## config.mk

```make
export PLATFORM = sky130hd
export DESIGN_NAME = matrix_multiply_4x4_top
export DESIGN_NICKNAME = d
export VERILOG_FILES = /design/src/hdl/mm_pkg.sv /design/src/hdl/mm_mac.sv /design/src/hdl/matrix_multiply_4x4_top.sv
export SDC_FILE = /design/constraint.sdc
export NUM_CORES = 2
export LEC_CHECK = 0
export BUFFER_PORTS_ARGS = -buffer_cell sky130_fd_sc_hd__buf_2
export CAP_MARGIN = 20
export CORE_ASPECT_RATIO = 1.75
export CORE_MARGIN = 2
export CORE_UTILIZATION = 31
export DETAILED_ROUTE_END_ITERATION = 7
export PLACE_DENSITY = 0.47
export REMOVE_ABC_BUFFERS = 1
export SLEW_MARGIN = 40
export SYNTH_ARGS = -nofsm -noshare
export SYNTH_HDL_FRONTEND = slang
export SYNTH_HIERARCHICAL = 1
export SYNTH_SLANG_ARGS = --single-unit
```

## constraint.sdc

```tcl
create_clock -name clock -period 10.3 [get_ports clock]
set_input_delay 0 -clock clock [delete_from_list [all_inputs] [get_ports clock]]
set_output_delay 0 -clock clock [all_outputs]
set_load 0.02 [all_outputs]
```

## src/hdl/mm_pkg.sv

```systemverilog
`default_nettype none

package mm_pkg;

   // Transaction codes carried in the kind field
   localparam logic [1:0] KIND_LOAD_LEFT  = 2'd0;
   localparam logic [1:0] KIND_LOAD_RIGHT = 2'd1;
   localparam logic [1:0] KIND_MULTIPLY   = 2'd2;

   typedef struct packed {
      logic [1:0]         kind;
      logic [1:0]         row;
      logic [1:0]         col;
      logic signed [31:0] elem_value;
   } mm_req_type;

   typedef struct packed {
      logic [1:0]         out_row;
      logic [1:0]         out_col;
      logic signed [31:0] out_value;
      logic               last;
   } mm_rsp_type;

   // Travels with each operand pair down the MAC pipe
   typedef struct packed {
      logic       first;     // first term of a dot product
      logic       last_k;    // final term of a dot product
      logic       final_elem; // final element of the multiply
      logic [1:0] out_row;
      logic [1:0] out_col;
   } mm_tag_type;

   typedef enum logic [2:0] {
      ST_IDLE  = 3'b001,
      ST_RUN   = 3'b010,
      ST_DRAIN = 3'b100
   } mm_state_type;

endpackage

`default_nettype wire

```

## src/hdl/mm_mac.sv

```systemverilog
`default_nettype none

module mm_mac #(
   parameter int DIM       = 4,
   parameter int FRAC_BITS = 16
) (
   input  wire logic               clock,
   input  wire logic               reset,
   input  wire logic               op_valid,
   input  wire logic signed [31:0] op_left,
   input  wire logic signed [31:0] op_right,
   input  wire mm_pkg::mm_tag_type op_tag,
   output      logic               rsp_valid,
   output      mm_pkg::mm_rsp_type rsp_data
);

   localparam int ACC_W = 64 + $clog2(DIM);

   // product stage
   logic                      prod_valid_ff;
   logic signed [63:0]        prod_ff;
   mm_pkg::mm_tag_type        prod_tag_ff;
   // accumulate stage
   logic                      acc_valid_ff;
   logic signed [ACC_W-1:0]   acc_ff;
   logic signed [ACC_W-1:0]   acc_in;
   logic signed [ACC_W-1:0]   prod_ext;
   mm_pkg::mm_tag_type        acc_tag_ff;
   // result stage
   logic signed [ACC_W-1:0]   acc_sh;
   logic                      fits;
   logic signed [31:0]        sat_value;
   logic                      rsp_valid_ff;
   mm_pkg::mm_rsp_type        rsp_ff;
   mm_pkg::mm_rsp_type        rsp_in;

   always_ff @(posedge clock) begin
      if (reset) begin
         prod_valid_ff <= 1'b0;
      end else begin
         prod_valid_ff <= op_valid;
      end
      prod_ff     <= op_left * op_right;
      prod_tag_ff <= op_tag;
   end

   assign prod_ext = {{(ACC_W-64){prod_ff[63]}}, prod_ff};
   assign acc_in   = prod_tag_ff.first ? prod_ext : acc_ff + prod_ext;

   always_ff @(posedge clock) begin
      if (reset) begin
         acc_valid_ff <= 1'b0;
      end else begin
         acc_valid_ff <= prod_valid_ff;
      end
      if (prod_valid_ff) begin
         acc_ff     <= acc_in;
         acc_tag_ff <= prod_tag_ff;
      end
   end

   // floor shift, then clamp to signed 32 bits
   assign acc_sh    = acc_ff >>> FRAC_BITS;
   assign fits      = (&acc_sh[ACC_W-1:31]) | ~(|acc_sh[ACC_W-1:31]);
   assign sat_value = fits ? acc_sh[31:0]
                    : (acc_sh[ACC_W-1] ? 32'sh8000_0000 : 32'sh7fff_ffff);

   always_comb begin
      rsp_in.out_row   = acc_tag_ff.out_row;
      rsp_in.out_col   = acc_tag_ff.out_col;
      rsp_in.out_value = sat_value;
      rsp_in.last      = acc_tag_ff.final_elem;
   end

   always_ff @(posedge clock) begin
      if (reset) begin
         rsp_valid_ff <= 1'b0;
      end else begin
         rsp_valid_ff <= acc_valid_ff & acc_tag_ff.last_k;
      end
      rsp_ff <= rsp_in;
   end

   assign rsp_valid = rsp_valid_ff;
   assign rsp_data  = rsp_ff;

endmodule

`default_nettype wire

```

## src/hdl/matrix_multiply_4x4_top.sv

```systemverilog
`default_nettype none

// DIM x DIM signed fixed-point matrix multiplier (Q(31-FRAC_BITS).FRAC_BITS).
// Load transactions (kind 0 left, kind 1 right) write one element each and
// are taken every cycle while busy is low; they produce no result and never
// raise busy. Loads with row or col not below DIM, and kind 3, are dropped
// silently. A multiply transaction (kind 2) raises busy until its final
// result is out: a single multiply-accumulate unit walks every (row, col, k)
// triple, one per cycle, fed by one read port on each element memory, then a
// four-stage pipe (memory read, product, accumulate, shift/saturate) drains.
// Results appear on rsp_data for exactly one cycle each, flagged by
// rsp_valid, in row-major order, with last set on the final element. There is
// no back-pressure on the result side: the receiver must take every strobe.
// Each sum of DIM full-width products is floored by FRAC_BITS and clamped to
// signed 32 bits. Elements hold no reset value; read only what was loaded.

module matrix_multiply_4x4_top #(
   parameter int DIM       = 4,
   parameter int FRAC_BITS = 16
) (
   input  wire logic               clock,
   input  wire logic               reset,
   input  wire logic               start,
   output      logic               busy,
   input  wire mm_pkg::mm_req_type req_data,
   output      logic               rsp_valid,
   output      mm_pkg::mm_rsp_type rsp_data
);

   localparam int NUM_ELEMS = DIM * DIM;
   localparam int ADDR_W    = $clog2(NUM_ELEMS);
   localparam int IDX_W     = $clog2(DIM);
   localparam logic [IDX_W-1:0] IDX_MAX = IDX_W'(DIM - 1);

   // element stores, one read port each
   logic [31:0] left_mem  [NUM_ELEMS];
   logic [31:0] right_mem [NUM_ELEMS];

   mm_pkg::mm_state_type state_ff, state_in;
   logic [IDX_W-1:0]     row_ff, row_in;
   logic [IDX_W-1:0]     col_ff, col_in;
   logic [IDX_W-1:0]     k_ff, k_in;

   logic                 accept;
   logic                 load_ok;
   logic [ADDR_W-1:0]    wr_addr;
   logic                 issue;
   logic                 issue_done;
   logic [ADDR_W-1:0]    left_addr;
   logic [ADDR_W-1:0]    right_addr;
   mm_pkg::mm_tag_type   issue_tag;

   // read stage
   logic                 rd_valid_ff;
   logic signed [31:0]   left_rd_ff;
   logic signed [31:0]   right_rd_ff;
   mm_pkg::mm_tag_type   rd_tag_ff;

   assign busy    = (state_ff != mm_pkg::ST_IDLE);
   assign accept  = start & ~busy;
   assign load_ok = (int'(req_data.row) < DIM) && (int'(req_data.col) < DIM);
   assign wr_addr = ADDR_W'(int'(req_data.row) * DIM + int'(req_data.col));

   // element writes: only while idle, so never clash with the read walk
   always_ff @(posedge clock) begin
      if (accept && load_ok && req_data.kind == mm_pkg::KIND_LOAD_LEFT) begin
         left_mem[wr_addr] <= req_data.elem_value;
      end
      if (accept && load_ok && req_data.kind == mm_pkg::KIND_LOAD_RIGHT) begin
         right_mem[wr_addr] <= req_data.elem_value;
      end
   end

   // sequencer over (row, col, k)
   assign issue      = (state_ff == mm_pkg::ST_RUN);
   assign issue_done = (row_ff == IDX_MAX) && (col_ff == IDX_MAX) && (k_ff == IDX_MAX);
   assign left_addr  = ADDR_W'(int'(row_ff) * DIM + int'(k_ff));
   assign right_addr = ADDR_W'(int'(k_ff) * DIM + int'(col_ff));

   always_comb begin
      issue_tag.first      = (k_ff == '0);
      issue_tag.last_k     = (k_ff == IDX_MAX);
      issue_tag.final_elem = (row_ff == IDX_MAX) && (col_ff == IDX_MAX);
      issue_tag.out_row    = 2'(row_ff);
      issue_tag.out_col    = 2'(col_ff);
   end

   always_comb begin
      state_in = state_ff;
      row_in   = row_ff;
      col_in   = col_ff;
      k_in     = k_ff;
      unique case (state_ff)
         mm_pkg::ST_IDLE: begin
            row_in = '0;
            col_in = '0;
            k_in   = '0;
            if (accept && req_data.kind == mm_pkg::KIND_MULTIPLY) begin
               state_in = mm_pkg::ST_RUN;
            end
         end
         mm_pkg::ST_RUN: begin
            if (k_ff == IDX_MAX) begin
               k_in = '0;
               if (col_ff == IDX_MAX) begin
                  col_in = '0;
                  row_in = row_ff + 1'b1;
               end else begin
                  col_in = col_ff + 1'b1;
               end
            end else begin
               k_in = k_ff + 1'b1;
            end
            if (issue_done) begin
               state_in = mm_pkg::ST_DRAIN;
            end
         end
         mm_pkg::ST_DRAIN: begin
            if (rsp_valid && rsp_data.last) begin
               state_in = mm_pkg::ST_IDLE;
            end
         end
         default: begin
            state_in = mm_pkg::ST_IDLE;
         end
      endcase
   end

   always_ff @(posedge clock) begin
      if (reset) begin
         state_ff    <= mm_pkg::ST_IDLE;
         row_ff      <= '0;
         col_ff      <= '0;
         k_ff        <= '0;
         rd_valid_ff <= 1'b0;
      end else begin
         state_ff    <= state_in;
         row_ff      <= row_in;
         col_ff      <= col_in;
         k_ff        <= k_in;
         rd_valid_ff <= issue;
      end
   end

   // registered memory reads, tag kept in step
   always_ff @(posedge clock) begin
      if (issue) begin
         left_rd_ff  <= left_mem[left_addr];
         right_rd_ff <= right_mem[right_addr];
         rd_tag_ff   <= issue_tag;
      end
   end

   mm_mac #(
      .DIM       (DIM),
      .FRAC_BITS (FRAC_BITS)
   ) u_mac (
      .clock     (clock),
      .reset     (reset),
      .op_valid  (rd_valid_ff),
      .op_left   (left_rd_ff),
      .op_right  (right_rd_ff),
      .op_tag    (rd_tag_ff),
      .rsp_valid (rsp_valid),
      .rsp_data  (rsp_data)
   );

   // results only come out of a multiply in flight
   a_rsp_while_busy: assert property (@(posedge clock) disable iff (reset)
      rsp_valid |-> busy)
      else $error("result strobe while idle");

   // the final element releases the block
   a_last_frees: assert property (@(posedge clock) disable iff (reset)
      (rsp_valid && rsp_data.last) |=> !busy)
      else $error("busy held after final element");

   // a multiply transaction always starts the walk
   a_mult_starts: assert property (@(posedge clock) disable iff (reset)
      (start && !busy && req_data.kind == mm_pkg::KIND_MULTIPLY) |=> issue)
      else $error("multiply accepted but walk not started");

   // read stage is empty whenever the block is idle
   a_idle_empty: assert property (@(posedge clock) disable iff (reset)
      !busy |-> !rd_valid_ff)
      else $error("operands in flight while idle");

endmodule

`default_nettype wire
```

==> results.md <==
- Final Cell Area: 96480 µm²
- CTS root buffer: clkbuf_16
- Die X-Extent: 403.2 µm
- Slew headroom: 37.20%
- Clock Sinks: 1288
- Req. time, crit path: 10930 ps
- Layout cells sized above 1: 11.51%
- Crit end category: register
- Wire length per cell: 23.73 µm
- Most common cell after layout, fill and taps aside: edfxtp_1
- Worst clock skew: 53.81 ps
- Via count: 50350
- All-Layer GR Usage: 17.59%
- Synth warn: 6
- Post-Route WL: 246.2 mm
- DRT iter0 DRCs: 2798
- PostCTS Resize Cnt: 0
- Synth cell types: 79
- Setup Viol. Count Final: 0
- Tcrit/Tclk final: 92.05%
- RSZ-0062 raised after global routing: no
- Slew @ Worst Pin: 933.6 ps
- Grt ovf: 0
- Status: finished clean
- CTS tree: done
- Final ANT Viol Nets: 0
- Max-slew violation count: 0
- Initial antenna violation count: 11
- EDFF count, synth: 1167
- Clk buf depth: 4
- Post-synth ARST share: 0%
- First-pass GRT wire length: 369.9 mm
- Crit Path Class: reg2reg
- Setup TNS: 0 ps
- Mapped Cells: 6573
- Register area share after synthesis: 43.34%
- Top Ports: 80
- Port bufs: 79
- Final worst path period need: 9481 ps
- Final nets: 8039
- Setup bufs post-CTS: 0
- Fin cells: 10380
- Routability cong.: 0.8436
- CTS H-tree lvls: 4
- Worst Hold Class: in2reg
- DP Cell Count: 10090
- Mapped Area: 86440 µm²
- Core area: 277700 µm²
- Cell Area, Placed: 91570 µm²
- Die height: 702.5 µm
- Crit start category: register
- Synthesized area per cell: 13.15 µm²
- Cell Rows: 256
- Fillcell total: 26840
- Max Fclk: 0.1055 GHz
- DR DRC count: 0
- Reg2Reg Depth: 27
- Final Hold Fails: 0
- Hold buffers post-CTS: 38
- Avg Vias per Cell: 4.852
- Detailed placement HPWL: 182.9 mm
- Crit Path Max Fanout: 11
- Vias in the first global route: 57290
- FF+latch count, synth: 1288
- Main synth FF type: edfxtp_1
- Area delta synth->final: 11.61%
- Critical Path AT: 10110 ps
- Drt pass-1 iters: 7
- Initial core utilization: 31.13%
- Worst-path clk slew: 60 ps
- Largest net degree at the start of global routing: 85
- Insertion delay to the later sink of the worst-skew pair: 790 ps
- Hold Path Cell Cnt: 3
- Most frequent cells in the layout: 1167 x edfxtp_1, 1083 x fa_1, 1034 x inv_1, 691 x nand2_1, 528 x and2_1
- Die area: 283200 µm²
- Max-cap violations: 0
- CTS buffer count: 142
logic make-up after synthesis:
| group | share of synthesized area [%] |
|---|---|
| flops | 43.34 |
| simple gates | 8.686 |
| mux | 6.744 |
| compound gates | 4.932 |
| fa+ha+maj | 28.74 |
| xor+xnor | 1.358 |
| buf+inv | 6.192 |
Yosys cell counts, types with 28 or more instances:
cell type	instances	area, µm²
edfxtp_1	1167	35040
fa_1	1083	21680
inv_1	1034	3881
nand2_1	691	2594
and2_1	529	3309
clkbuf_1	295	1107
mux4_2	256	5766
ha_1	253	3166
o21ai_0	135	675.7
a21oi_1	129	645.6
a22oi_1	129	968.4
dfxtp_1	121	2422
nor2_1	118	442.9
a21o_1	113	848.3
xnor2_1	78	683.2
xor2_1	56	490.5
nand4_1	35	219.0
nand2b_1	28	175.2
flip-flops by register name, indices dropped and copies added (netlist names), 6 cells and up:
register and cells:
u_mac/prod_ff 64, u_mac/acc_ff 66, right_rd_ff 32, right_mem 512, u_mac/acc_tag_ff 6, u_mac/rsp_data 37, rd_tag_ff 7, left_mem 512
left_rd_ff 32, u_mac/prod_tag_ff 7
per-layer routing:
metal / vias up / track usage, % / routed length, µm
met5: - / 0 / 26
met4: 4 / 6.772 / 10470
met3: 480 / 1.657 / 7139
met2: 1064 / 35.48 / 142200
met1: 26790 / 18.36 / 86440
li1: 22010 / - / -
layout make-up:
| cell class | count | area [µm²] | area share (%) |
|---|---|---|---|
| clock buffers | 171 | 3769 | 3.906 |
| well taps | 3612 | 4519 | 4.684 |
| flip-flops and latches | 1288 | 37490 | 38.86 |
| diodes | 4 | 10.01 | 0.01038 |
| inverters | 1035 | 3887 | 4.030 |
| repair buffers | 292 | 2238 | 2.320 |
| multi-input cells | 3903 | 43900 | 45.50 |
| clock inverters | 73 | 663.1 | 0.6874 |
worst paths after layout:
| check | slack (ps) | start | endpoint |
|---|---|---|---|
| worst max-delay path | 820 | left_rd_ff[6] | u_mac/prod_ff[63] |
| worst min-delay path | 100 | reset | k_ff[1] |
| worst max register to register | 820 | left_rd_ff[6] | u_mac/prod_ff[63] |
| worst min register to register | 340 | rd_tag_ff[0] | u_mac/prod_tag_ff[0] |
through the flow:
step | hold slack [ps] | setup slack (ps) | util (%)
2_1_floorplan | 69.07 | 2140 | -
3_3_place_gp | 328.7 | 936.1 | 32.92
3_5_place_dp | 330.8 | 948.0 | 32.97
4_1_cts | 56.75 | 915.0 | 34.71
5_1_grt | 110.0 | 565.9 | 34.74
6_report | 98.25 | 819.3 | 34.74
critical path: stages, from the launching register on:
cell and delay, ps:
edfxtp_1 890, buf_4 430, nand2_1 130, fa_1 520
inv_1 50, fa_1 490, inv_1 50, fa_1 570
inv_1 60, fa_1 520, fa_1 440, fa_1 470
fa_1 550, inv_1 50, fa_1 500, inv_1 50
ha_1 420, nand4_1 180, nor4_1 570, a21boi_0 810
nor4_1 230, o41ai_2 370, buf_4 170, nand4_1 120
and2_1 230, o21ai_1 130, o21ai_0 130, xnor2_1 150
Power is not shown: default switching activity piles up to over one toggle a cycle in this logic, so the estimate is an artifact.
